===== src/sv/mbsp_pkg.sv =====
// shared types, byte codes and decode functions of the midi byte stream parser
package mbsp_pkg;

  localparam int SysexSizeDef = 64;
  localparam int ByteW        = 8;
  localparam int ChanW        = 5;
  localparam int LenW         = 7;
  localparam int InDataW      = 8;
  localparam int OutFieldW    = ChanW + 3 * ByteW + LenW;
  localparam int OutDataW     = ((OutFieldW + 7) / 8) * 8;
  localparam int OutPadW      = OutDataW - OutFieldW;

  localparam logic [7:0] StNone    = 8'h00;
  localparam logic [7:0] StNoteOff = 8'h80;
  localparam logic [7:0] StNoteOn  = 8'h90;
  localparam logic [7:0] StPolyAt  = 8'hA0;
  localparam logic [7:0] StCtrl    = 8'hB0;
  localparam logic [7:0] StProg    = 8'hC0;
  localparam logic [7:0] StChanAt  = 8'hD0;
  localparam logic [7:0] StBend    = 8'hE0;
  localparam logic [7:0] StSysex   = 8'hF0;
  localparam logic [7:0] StMtc     = 8'hF1;
  localparam logic [7:0] StSongPos = 8'hF2;
  localparam logic [7:0] StSongSel = 8'hF3;
  localparam logic [7:0] StUndefA  = 8'hF4;
  localparam logic [7:0] StUndefB  = 8'hF5;
  localparam logic [7:0] StTune    = 8'hF6;
  localparam logic [7:0] StEox     = 8'hF7;
  localparam logic [7:0] StClock   = 8'hF8;
  localparam logic [7:0] StUndefC  = 8'hF9;
  localparam logic [7:0] StStart   = 8'hFA;
  localparam logic [7:0] StCont    = 8'hFB;
  localparam logic [7:0] StStop    = 8'hFC;
  localparam logic [7:0] StUndefD  = 8'hFD;
  localparam logic [7:0] StSense   = 8'hFE;
  localparam logic [7:0] StReset   = 8'hFF;
  localparam logic [3:0] NibbleNone = 4'h0;

  localparam logic [ChanW-1:0] ChanNone = '0;
  localparam logic [LenW-1:0]  LenOne   = LenW'(1);
  localparam logic [LenW-1:0]  LenTwo   = LenW'(2);
  localparam logic [LenW-1:0]  LenThree = LenW'(3);

  typedef struct packed {
    logic [7:0]       msg_type;
    logic [ChanW-1:0] channel;
    logic [7:0]       data_first;
    logic [7:0]       data_second;
    logic [LenW-1:0]  msg_length;
    logic [7:0]       sysex_byte;
    logic             last;
  } res_t;

  // parser context besides the pending index
  typedef struct packed {
    logic [7:0] run_st;
    logic [7:0] st;
    logic [7:0] d1;
    logic       three;
  } ctx_t;

  typedef struct packed {
    logic emit;
    logic run;
    logic wr;
  } act_t;

  function automatic logic [7:0] status_type(logic [7:0] s);
    if (!s[7] || s == StUndefA || s == StUndefB || s == StUndefC || s == StUndefD) begin
      return StNone;
    end
    if (s < StSysex) begin
      return {s[7:4], NibbleNone};
    end
    return s;
  endfunction

  function automatic logic is_realtime(logic [7:0] b);
    return b == StClock || b == StStart || b == StCont || b == StStop ||
           b == StSense || b == StReset;
  endfunction

  function automatic logic is_chan_status(logic [7:0] s);
    return s[7] && (s < StSysex);
  endfunction

endpackage


===== src/sv/midi_byte_stream_parser_core.sv =====
// top level of the midi byte stream parser with running status and sysex buffer
//
//   channel   | direction | tdata                          | tuser    | tlast
//   s_axis    | in        | rx_byte                        | -        | -
//   m_axis    | out       | channel, data_first,           | msg_type | last
//             |           | data_second, msg_length,       |          |
//             |           | sysex_byte                     |          |
//
// a byte waits in the input register, then passes the step logic into the output register
// a completed sysex of n bytes is then replayed from the buffer ram, with one buffer
// ram read and one output load per byte
// reset clears the parser context at once, the buffer ram needs no clearing
// the input register takes the next byte while a result waits in the output register
module midi_byte_stream_parser_core #(
  parameter int SYSEX_SIZE = mbsp_pkg::SysexSizeDef
) (
  input  logic                          clk_i,
  input  logic                          rst_ni,
  input  logic                          s_axis_tvalid,
  output logic                          s_axis_tready,
  input  logic [mbsp_pkg::InDataW-1:0]  s_axis_tdata,   // rx_byte
  output logic                          m_axis_tvalid,
  input  logic                          m_axis_tready,
  // channel, data_first, data_second, msg_length, sysex_byte, zero pad
  output logic [mbsp_pkg::OutDataW-1:0] m_axis_tdata,
  output logic [7:0]                    m_axis_tuser,   // msg_type
  output logic                          m_axis_tlast
);
  import mbsp_pkg::*;

  localparam int AW = $clog2(SYSEX_SIZE);

  localparam logic [1:0] S_IN  = 2'd0;
  localparam logic [1:0] S_RD  = 2'd1;
  localparam logic [1:0] S_OUT = 2'd2;

  logic [1:0]    state_q, state_d;
  logic          in_valid_q, in_valid_d;
  logic [7:0]    in_byte_q;
  ctx_t          ctx_q, ctx_d, step_ctx;
  logic [AW-1:0] idx_q, idx_d, step_idx;
  act_t          step_act;
  res_t          step_res;
  res_t          out_q, out_d;
  logic          out_valid_q, out_valid_d;
  logic [AW-1:0] run_k_q, run_k_d;
  logic [AW-1:0] run_last_q, run_last_d;
  logic          out_free;
  logic          step_go;
  logic          ram_we;
  logic          ram_re;
  logic [7:0]    ram_rdata;

  assign out_free      = !out_valid_q || m_axis_tready;
  assign step_go       = (state_q == S_IN) && in_valid_q && out_free;
  assign s_axis_tready = !in_valid_q;
  assign ram_we        = step_go && step_act.wr;
  assign ram_re        = (state_q == S_RD);

  mbsp_step #(
    .SYSEX_SIZE(SYSEX_SIZE)
  ) u_step (
    .rx_byte_i(in_byte_q),
    .ctx_i    (ctx_q),
    .idx_i    (idx_q),
    .ctx_o    (step_ctx),
    .idx_o    (step_idx),
    .act_o    (step_act),
    .res_o    (step_res)
  );

  mbsp_ram #(
    .W    (ByteW),
    .DEPTH(SYSEX_SIZE)
  ) u_sysex_ram (
    .clk_i  (clk_i),
    .we_i   (ram_we),
    .waddr_i(idx_q),
    .wdata_i(in_byte_q),
    .re_i   (ram_re),
    .raddr_i(run_k_q),
    .rdata_o(ram_rdata)
  );

  always_comb begin
    state_d     = state_q;
    in_valid_d  = in_valid_q;
    ctx_d       = ctx_q;
    idx_d       = idx_q;
    out_d       = out_q;
    out_valid_d = out_valid_q && !m_axis_tready;
    run_k_d     = run_k_q;
    run_last_d  = run_last_q;
    if (s_axis_tvalid && s_axis_tready) begin
      in_valid_d = 1'b1;
    end
    unique case (state_q)
      S_IN: begin
        if (step_go) begin
          in_valid_d = 1'b0;
          ctx_d      = step_ctx;
          idx_d      = step_idx;
          if (step_act.emit) begin
            out_d       = step_res;
            out_valid_d = 1'b1;
          end
          if (step_act.run) begin
            run_k_d    = '0;
            run_last_d = idx_q;
            state_d    = S_RD;
          end
        end
      end
      S_RD: begin
        state_d = S_OUT;
      end
      S_OUT: begin
        if (out_free) begin
          out_d             = '0;
          out_d.msg_type    = StSysex;
          out_d.msg_length  = LenW'(run_last_q) + LenW'(1);
          out_d.sysex_byte  = ram_rdata;
          out_d.last        = (run_k_q == run_last_q);
          out_valid_d       = 1'b1;
          if (run_k_q == run_last_q) begin
            state_d = S_IN;
          end else begin
            run_k_d = run_k_q + AW'(1);
            state_d = S_RD;
          end
        end
      end
      default: begin
        state_d = S_IN;
      end
    endcase
  end

  always_ff @(posedge clk_i or negedge rst_ni) begin
    if (!rst_ni) begin
      state_q     <= S_IN;
      in_valid_q  <= 1'b0;
      ctx_q       <= '0;
      idx_q       <= '0;
      out_valid_q <= 1'b0;
    end else begin
      state_q     <= state_d;
      in_valid_q  <= in_valid_d;
      ctx_q       <= ctx_d;
      idx_q       <= idx_d;
      out_valid_q <= out_valid_d;
    end
  end

  always_ff @(posedge clk_i) begin
    if (s_axis_tvalid && s_axis_tready) begin
      in_byte_q <= s_axis_tdata;
    end
    out_q      <= out_d;
    run_k_q    <= run_k_d;
    run_last_q <= run_last_d;
  end

  assign m_axis_tvalid = out_valid_q;
  assign m_axis_tuser  = out_q.msg_type;
  assign m_axis_tlast  = out_q.last;
  assign m_axis_tdata  = {{OutPadW{1'b0}}, out_q.sysex_byte, out_q.msg_length,
                          out_q.data_second, out_q.data_first, out_q.channel};

endmodule


===== src/sv/mbsp_ram.sv =====
// generic simple dual port ram with registered read
module mbsp_ram #(
  parameter int W     = 8,
  parameter int DEPTH = 64
) (
  input  logic                     clk_i,
  input  logic                     we_i,
  input  logic [$clog2(DEPTH)-1:0] waddr_i,
  input  logic [W-1:0]             wdata_i,
  input  logic                     re_i,
  input  logic [$clog2(DEPTH)-1:0] raddr_i,
  output logic [W-1:0]             rdata_o
);

  logic [W-1:0] mem_q [DEPTH];
  logic [W-1:0] rdata_q;

  always_ff @(posedge clk_i) begin
    if (we_i) begin
      mem_q[waddr_i] <= wdata_i;
    end
    if (re_i) begin
      rdata_q <= mem_q[raddr_i];
    end
  end

  assign rdata_o = rdata_q;

endmodule


===== src/sv/mbsp_step.sv =====
// one parser step: next context, buffer write and result for one received byte
module mbsp_step #(
  parameter int SYSEX_SIZE = 64
) (
  input  logic [7:0]                    rx_byte_i,
  input  mbsp_pkg::ctx_t                ctx_i,
  input  logic [$clog2(SYSEX_SIZE)-1:0] idx_i,
  output mbsp_pkg::ctx_t                ctx_o,
  output logic [$clog2(SYSEX_SIZE)-1:0] idx_o,
  output mbsp_pkg::act_t                act_o,
  output mbsp_pkg::res_t                res_o
);
  import mbsp_pkg::*;

  localparam int AW = $clog2(SYSEX_SIZE);

  logic [7:0] b;
  logic [7:0] t_new;
  logic [7:0] t_rs;
  logic [7:0] t_st;
  logic       rs_ok;
  logic       st_chan;
  logic       done;

  assign b       = rx_byte_i;
  assign t_new   = status_type(b);
  assign t_rs    = status_type(ctx_i.run_st);
  assign t_st    = status_type(ctx_i.st);
  assign rs_ok   = is_chan_status(ctx_i.run_st);
  assign st_chan = is_chan_status(ctx_i.st);
  assign done    = ctx_i.three ? (idx_i == AW'(2)) : (idx_i == AW'(1));

  always_comb begin
    ctx_o = ctx_i;
    idx_o = idx_i;
    act_o = '0;
    res_o = '0;
    res_o.last = 1'b1;
    if (idx_i == '0) begin
      if (rs_ok && !b[7]) begin
        ctx_o.st = ctx_i.run_st;
        ctx_o.d1 = b;
        if (t_rs == StProg || t_rs == StChanAt) begin
          act_o.emit        = 1'b1;
          res_o.msg_type    = t_rs;
          res_o.channel     = ChanW'(ctx_i.run_st[3:0]) + ChanW'(1);
          res_o.data_first  = b;
          res_o.msg_length  = LenTwo;
        end else begin
          ctx_o.three = 1'b1;
          idx_o       = AW'(2);
        end
      end else begin
        unique case (t_new) inside
          StTune, StClock, StStart, StCont, StStop, StSense, StReset: begin
            act_o.emit       = 1'b1;
            res_o.msg_type   = t_new;
            res_o.msg_length = LenOne;
          end
          StProg, StChanAt, StMtc, StSongSel: begin
            ctx_o.st    = b;
            ctx_o.three = 1'b0;
            idx_o       = AW'(1);
          end
          StNoteOff, StNoteOn, StPolyAt, StCtrl, StBend, StSongPos: begin
            ctx_o.st    = b;
            ctx_o.three = 1'b1;
            idx_o       = AW'(1);
          end
          StSysex: begin
            ctx_o.st     = b;
            ctx_o.run_st = StNone;
            act_o.wr     = 1'b1;
            idx_o        = AW'(1);
          end
          default: begin
            ctx_o.run_st = StNone;
          end
        endcase
      end
    end else if (is_realtime(b)) begin
      act_o.emit       = 1'b1;
      res_o.msg_type   = b;
      res_o.msg_length = LenOne;
    end else if (b == StEox) begin
      ctx_o.run_st = StNone;
      idx_o        = '0;
      if (ctx_i.st == StSysex) begin
        act_o.wr  = 1'b1;
        act_o.run = 1'b1;
      end
    end else if (ctx_i.st == StSysex) begin
      if (idx_i == AW'(SYSEX_SIZE - 1)) begin
        ctx_o.run_st = StNone;
        idx_o        = '0;
      end else begin
        act_o.wr = 1'b1;
        idx_o    = idx_i + AW'(1);
      end
    end else if (done) begin
      act_o.emit       = 1'b1;
      res_o.msg_type   = t_st;
      res_o.channel    = st_chan ? (ChanW'(ctx_i.st[3:0]) + ChanW'(1)) : ChanNone;
      res_o.data_first = ctx_i.three ? ctx_i.d1 : b;
      res_o.data_second = ctx_i.three ? b : 8'h00;
      res_o.msg_length = ctx_i.three ? LenThree : LenTwo;
      ctx_o.run_st     = st_chan ? ctx_i.st : StNone;
      idx_o            = '0;
    end else begin
      ctx_o.d1 = b;
      idx_o    = idx_i + AW'(1);
    end
  end

endmodule


===== config.mk =====
export PLATFORM = sky130hd
export DESIGN_NAME = midi_byte_stream_parser_core
export DESIGN_NICKNAME = d
export VERILOG_FILES = /design/src/sv/mbsp_pkg.sv /design/src/sv/midi_byte_stream_parser_core.sv /design/src/sv/mbsp_ram.sv /design/src/sv/mbsp_step.sv
export SDC_FILE = /design/constraint.sdc
export NUM_CORES = 1
export LEC_CHECK = 0
export BUFFER_PORTS_ARGS = -buffer_cell sky130_fd_sc_hd__buf_2
export CORE_UTILIZATION = 45
export CTS_BUF_LIST = sky130_fd_sc_hd__clkbuf_4 sky130_fd_sc_hd__clkbuf_8
export DETAILED_ROUTE_END_ITERATION = 12
export GPL_TIMING_DRIVEN = 0
export HOLD_SLACK_MARGIN = 0.12
export PLACE_DENSITY_LB_ADDON = 0.08
export SYNTH_ARGS = -nofsm -noshare
export SYNTH_HDL_FRONTEND = slang
export SYNTH_SLANG_ARGS = --single-unit

===== constraint.sdc =====
create_clock -name clk_i -period 8.78 [get_ports clk_i]
set_input_delay 0.878 -clock clk_i [delete_from_list [all_inputs] [get_ports clk_i]]
set_output_delay 0.878 -clock clk_i [all_outputs]
set_load 0.03 [all_outputs]

==> results of run 1 <==
## flip-flops by register name (all words and copies together), names as in the netlist
signal,count
state_q,2
m_axis_tvalid,1
u_sysex_ram.mem_q,512
idx_q,6
u_sysex_ram.rdata_o,8
in_valid_q,1
ctx_q,25
m_axis_tlast,1
run_last_q,6
m_axis_tuser,8
m_axis_tdata,36
run_k_q,6
in_byte_q,8
## stage by stage
| step | worst slack [ns] | power, mW | instances | hold WS (ns) |
|---|---|---|---|---|
| detailed placement | 4.05 | 5.86 | 2172 | 0.491 |
| finish | 4.07 | 8.27 | 2359 | 0.319 |
| global placement | 0.138 | 5.75 | 2147 | 0.487 |
| floorplan | 3.14 | 5.11 | 1341 | 0.461 |
| global route | 3.77 | 8.62 | 2359 | 0.314 |
| CTS | 4.04 | 8.36 | 2359 | 0.283 |
## worst max-delay path by stage
stage	cells past startpoint	endpoint	slack, ns
2_1_floorplan	6	m_axis_tdata[0]$_SDFFCE_PP0P_	3.14
3_3_place_gp	6	m_axis_tuser[4]$_SDFFCE_PP1P_	0.14
3_5_place_dp	8	u_sysex_ram.mem_q[19][5]$_DFFE_PP_	4.05
4_1_cts	8	u_sysex_ram.mem_q[19][3]$_DFFE_PP_	4.04
5_1_grt	8	u_sysex_ram.mem_q[35][3]$_DFFE_PP_	3.77
6_report	8	u_sysex_ram.mem_q[37][3]$_DFFE_PP_	4.07
## synthesized netlist by cell type, types with 16 or more instances
library cell and number:
dfrtp_1 35, o21ai_0 37, nand3_1 29, mux4_2 136, nor2b_1 16, inv_1 16
mux2_2 16, edfxtp_1 585, mux2i_1 40, clkbuf_1 31, nor2_1 111, a21oi_1 32
buf_2 26, nand2_1 35
## power breakdown
group	total, mW	internal (mW)	switching [mW]	leakage, nW
combinational	2.06	0.759	1.30	2.83
clock	2.49	1.35	1.14	1.08
sequential	3.72	3.59	0.132	5.70
## metal layers
layer	vias to the layer above	part of all wire, %
li1	5795	-
met1	6710	42
met2	361	50
met3	110	5.2
met4	0	3.0
met5	-	0
## cells by family (layout without fill, tap and decap cells)
| logic type | after synthesis | count (layout) | synth area share [%] |
|---|---|---|---|
| multiplexers | 194 | 194 | 14.7 |
| buffers and inverters | 94 | 364 | 1.65 |
| AND/OR/NAND/NOR | 265 | 265 | 5.20 |
| AO/OA/AOI/OAI | 138 | 138 | 3.62 |
| adder cells (fa/ha/maj) | 9 | 9 | 0.450 |
| other | 1 | 4 | 0.0150 |
| XOR/XNOR | 17 | 17 | 0.596 |
| flip-flops | 620 | 620 | 73.8 |
## cell type report
type,count,share of cell area [%]
plain buffers,77,1.21
clock buffers,144,6.09
clock inverters,43,0.855
inverters,17,0.221
multi-input cells,627,21.4
flip-flops and latches,620,64.0
well taps,748,3.25
repair buffers,83,3.04
==> flow_summary.yaml, run 1 <==
sta:
  clock_skew_ns: 0.0281
  period_minus_slack_ns: 4.71
  worst_pin_slew_ns: 1.17
  setup_tns_ns: 0
  rsz0062_at_grt: "no"
  maxClockFrequency_mhz: 212
  finalHoldViolCount: 0
  finalCritPeriodShare_pct: 53.6
  slew_viol_final: 0
  setup_violations: 0
  slew-limit-headroom_pct: 21.8
grt:
  grt_pass1_vias: 13600
  grt_usage_pct: 21.5
  busiest_layer: "met2"
  grt_use_met2_pct: 35.1
  antenna_found_initial: 0
  met3_usage_pct: 4.66
  met1_usage_pct: 28.5
  grt.overflow.total: 0
  grt_max_degree: 36
  grt_pass1_wl_mm: 87.5
logic_synthesis:
  netlist.area_leader.share_pct: 70.3
  netlist_top_cells_area: "edfxtp_1 (70%), mux4_2 (12%), dfrtp_1 (3.5%)"
  synth_area_mm2: 0.0250
  synth-edff-count: 585
  ys_seq_area_share_pct: 73.8
  ys_seq_elements: 620
  synth_cell_types: 64
  ys.flop_type: "edfxtp_1"
  syn_inst: 1338
  yosysTopAreaCell: "edfxtp_1"
  syn_area_per_cell_um2: 18.7
  synth_warnings: 0
  synth-async-reset-ratio_pct: 5.65
die:
  num_rows: 86
  start_util_pct: 45.5
  chipHeight_um: 238
  core_area_mm2: 0.0550
  ioPinCount: 63
  die_w_um: 238
  die_area_mm2: 0.0565
setup_path:
  critPathKind: "reg2reg"
  worstReg2RegEnd: "u_sysex_ram.mem_q[37][3]$_DFFE_PP_"
  start_kind: "flop"
  critPathLaunch: "in_byte_q[6]$_DFFE_PP_"
  required_ns: 9.08
  path_buf_inv: 2
  r2r_cells: 8
  cp_slowest_stage_delay_ns: 0.99
  crit_fanout: 25
  path_delay_family: "simple AND/OR/NAND/NOR gates"
  endpoint_kind: "flop"
  path_cells: "buf_16 > buf_2 > nand4_1 > nor3_1 > o2111ai_1 > a21oi_1 > nand3_1 > nor2_1"
  critPathArrivalTime_ns: 5.01
  ff2ff_setup_slack_ns: 4.07
  critPathSlowestCell: "nor2_1"
  reg2reg_from: "in_byte_q[6]$_DFFE_PP_"
place:
  dp_hpwl_mm: 39.4
  gp_congestion: 0.888
  place_area_mm2: 0.0268
  portBuffers: 58
routing:
  wl_per_cell_um: 24.9
  initialDrtViolationCount: 1183
  ant_nets: 0
  num_vias: 13000
  dr.pass1.iters: 5
  drc: 0
  via_per_inst: 5.50
  drt-total-wl_mm: 58.8
power_and_ir_drop:
  p_leak_nw: 9.61
  ir_worst_vdd_mv: 0.158
  powerDensity_mw_per_mm2: 287
clocking:
  clock_sinks: 620
  htree_levels: 3
  clk_pin_slew_ns: 0.06
  cts_max_path_buffers: 3
  numCtsBuffers: 103
  tritoncts: "done"
  root_buffer: "clkbuf_8"
  insertion_delay_ns: 0.69
  hold_buffers: 0
  cts_resized: 0
  cts_setup_buffers: 0
flow_run:
  maxCapViolCount: 0
layout:
  final_cell_mix: "edfxtp_1 (585), mux4_2 (136), nor2_1 (111)"
  fin_area_mm2: 0.0288
  multi_input_area_mm2: 0.00616
  n_fill_cell: 4503
  diodes: 0
  areaGrowthSynthToFinish_pct: 15.3
  drive_above_1_share_pct: 27.9
  final_common_cell: "edfxtp_1"
  post-route-util_pct: 52.4
  register_area_mm2: 0.0184
  nNetsFinal: 1550
status:
  status: "finished, final reports clean"
min_path:
  min_path_type: "in2async"
No activity file was read; power rests on OpenSTA's default activity.
==> inputs of run 2 (changes only) <==
clock period = 3.8 ns   (was 8.78 ns; I/O delays follow)
==> run 2 against run 1 <==
  * Wire length is 1.5% higher
  * Sequential share of layout area is 1.4 points lower
  * Highest routed layer unchanged
  * Via count is 1.3% higher
  * Critical path depth stayed put
  * Die area stayed put
  * Sequential cell count stayed put
  * Total power is 130% higher
  * Setup slack worse by 3.9 ns
  * Clock power is 130% higher
  * Combinational power is 140% higher
  * Cell count is 0.55% higher
==> flow_summary.yaml, run 2 (same netlist as run 1, synthesis figures left out) <==
status:
  status: "finished, final reports clean"
setup_path:
  critPathArrivalTime_ns: 4.00
  crit_fanout: 19
  path_buf_inv: 2
  critPathSlowestCell: "edfxtp_1"
  path_cells: "buf_16 > clkbuf_1 > nand2b_1 > nand3_1 > o2111ai_1 > a211oi_4 > nand3_4 > nor2_4"
  cp_slowest_stage_delay_ns: 0.62
  start_kind: "flop"
  critPathKind: "reg2reg"
  endpoint_kind: "flop"
  path_delay_family: "simple AND/OR/NAND/NOR gates"
  required_ns: 4.14
layout:
  post-route-util_pct: 53.6
  top_register: "u_sysex_ram.mem_q"
  n_fill_cell: 4388
  drive_above_1_share_pct: 32.2
  final_cell_mix: "edfxtp_1 (585), mux4_2 (136), clkbuf_8 (105)"
  fin_cells: 2372
  nNetsFinal: 1564
  final_common_cell: "edfxtp_1"
  areaGrowthSynthToFinish_pct: 18.0
  largest_register_ffs: 512
min_path:
  min_path_type: "in2async"
place:
  placed_cells: 2168
  gp_congestion: 0.885
  portBuffers: 58
  dp_hpwl_mm: 39.0
grt:
  grt.overflow.total: 0
  grt_usage_pct: 21.6
  antenna_found_initial: 1
  grt_pass1_wl_mm: 87.8
  grt_pass1_vias: 13600
  grt_max_degree: 36
sta:
  maxClockFrequency_mhz: 273
  period_minus_slack_ns: 3.66
  clock_skew_ns: 0.0452
  finalCritPeriodShare_pct: 96.3
  worst_pin_slew_ns: 1.01
  finalHoldViolCount: 0
  setup_violations: 0
  slew-limit-headroom_pct: 32.5
  slew_viol_final: 0
flow_run:
  maxCapViolCount: 0
die:
  die_w_um: 238
  start_util_pct: 45.5
  chipHeight_um: 238
  die_area_mm2: 0.0565
  ioPinCount: 63
  num_rows: 86
  core_area_mm2: 0.0550
power_and_ir_drop:
  p_leak_nw: 9.69
  ir_worst_vdd_mv: 0.474
  powerDensity_mw_per_mm2: 648
routing:
  dr.pass1.iters: 5
  num_vias: 13100
  wl_per_cell_um: 25.1
  drc: 0
  ant_nets: 0
  initialDrtViolationCount: 952
  drt-total-wl_mm: 59.7
  via_per_inst: 5.54
clocking:
  clock_sinks: 620
  htree_levels: 3
  cts_max_path_buffers: 3
  insertion_delay_ns: 0.71
  numCtsBuffers: 102
  clk_pin_slew_ns: 0.07
  root_buffer: "clkbuf_8"
  tritoncts: "done"
## run 2: cell types whose count changed in the layout (fill, tap and decap cells not counted), sizes merged
| cell | previous run | this run |
|---|---|---|
| dlygate4sd3 | 0 | 11 |
| clkbuf | 175 | 172 |
| buf | 129 | 133 |
| bufinv | 2 | 1 |
| inv | 18 | 20 |
| clkinv | 40 | 39 |
| diode | 0 | 1 |
## run 2: what timing repair did
| action | 4_1_cts | 5_1_grt |
|---|---|---|
| resized for setup | 113 | 33 |
| endpoints found under the hold margin | 47 | 0 |
| hold buffers | 11 | 0 |
| endpoints found under the setup margin | 518 | 512 |
| buffers inserted | 6 | 2 |
## run 2: layer usage
layer | wire, um | up-vias | global-route usage, % | part of all wire (%)
met3 | 3010 | 96 | 3.94 | 5.0
met4 | 1600 | 0 | 8.04 | 2.7
met5 | 0 | - | 0 | 0
li1 | - | 5839 | - | -
met1 | 25100 | 6811 | 28.8 | 42
met2 | 29900 | 396 | 35.6 | 50
## run 2: report_power, final
| group | internal, mW | switching, mW |
|---|---|---|
| combinational | 1.79 | 3.14 |
| clock | 2.98 | 2.62 |
| sequential | 8.30 | 0.274 |
| total | 13.1 | 6.04 |
## run 2: path summary, 6_finish.rpt
kind | from | endpoint | slack, ns | depth (start not counted)
min in group clk_i | s_axis_tdata[3] | in_byte_q[3]$_DFFE_PP_ | 0.41 | 2
hold / removal | rst_ni | ctx_q[8]$_DFFE_PN0P_ | 0.35 | 2
hold reg to reg | ctx_q[2]$_DFFE_PN0P_ | ctx_q[2]$_DFFE_PN0P_ | 0.51 | 1
setup / recovery | in_byte_q[0]$_DFFE_PP_ | u_sysex_ram.mem_q[59][4]$_DFFE_PP_ | 0.14 | 8
setup reg to reg | in_byte_q[0]$_DFFE_PP_ | u_sysex_ram.mem_q[59][4]$_DFFE_PP_ | 0.14 | 8
max in group asynchronous | rst_ni | ctx_q[9]$_DFFE_PN0P_ | 2.89 | 2
## run 2: stage by stage
| stage | hold slack, ns | area [um^2] | total power [mW] | setup slack, ns | setup TNS [ns] |
|---|---|---|---|---|---|
| 4_1_cts | 0.310 | 29300 | 19.2 | -0.126 | -17.21 |
| 3_3_place_gp | 0.487 | 26200 | 13.3 | -2.12 | -1096.07 |
| 5_1_grt | 0.388 | 29500 | 19.9 | -0.000347 | -0.000684 |
| 3_5_place_dp | 0.494 | 26800 | 13.5 | -0.958 | -378.83 |
| 6_report | 0.348 | 29500 | 19.1 | 0.141 | 0 |
| 2_1_floorplan | 0.0844 | 25000 | 11.8 | 0.190 | 0 |
## run 2: area by class of cell
cell class	count	area, um^2	share of cell area, %
Sequential cell	620	18400	62.5
Multi-Input combinational cell	627	6740	22.9
Clock buffer	141	1720	5.82
Timing Repair Buffer	98	1020	3.45
Tap cell	748	936	3.17
Buffer	77	348	1.18
Clock inverter	43	226	0.768
Inverter	17	63.8	0.216
Antenna cell	1	2.50	0.00849
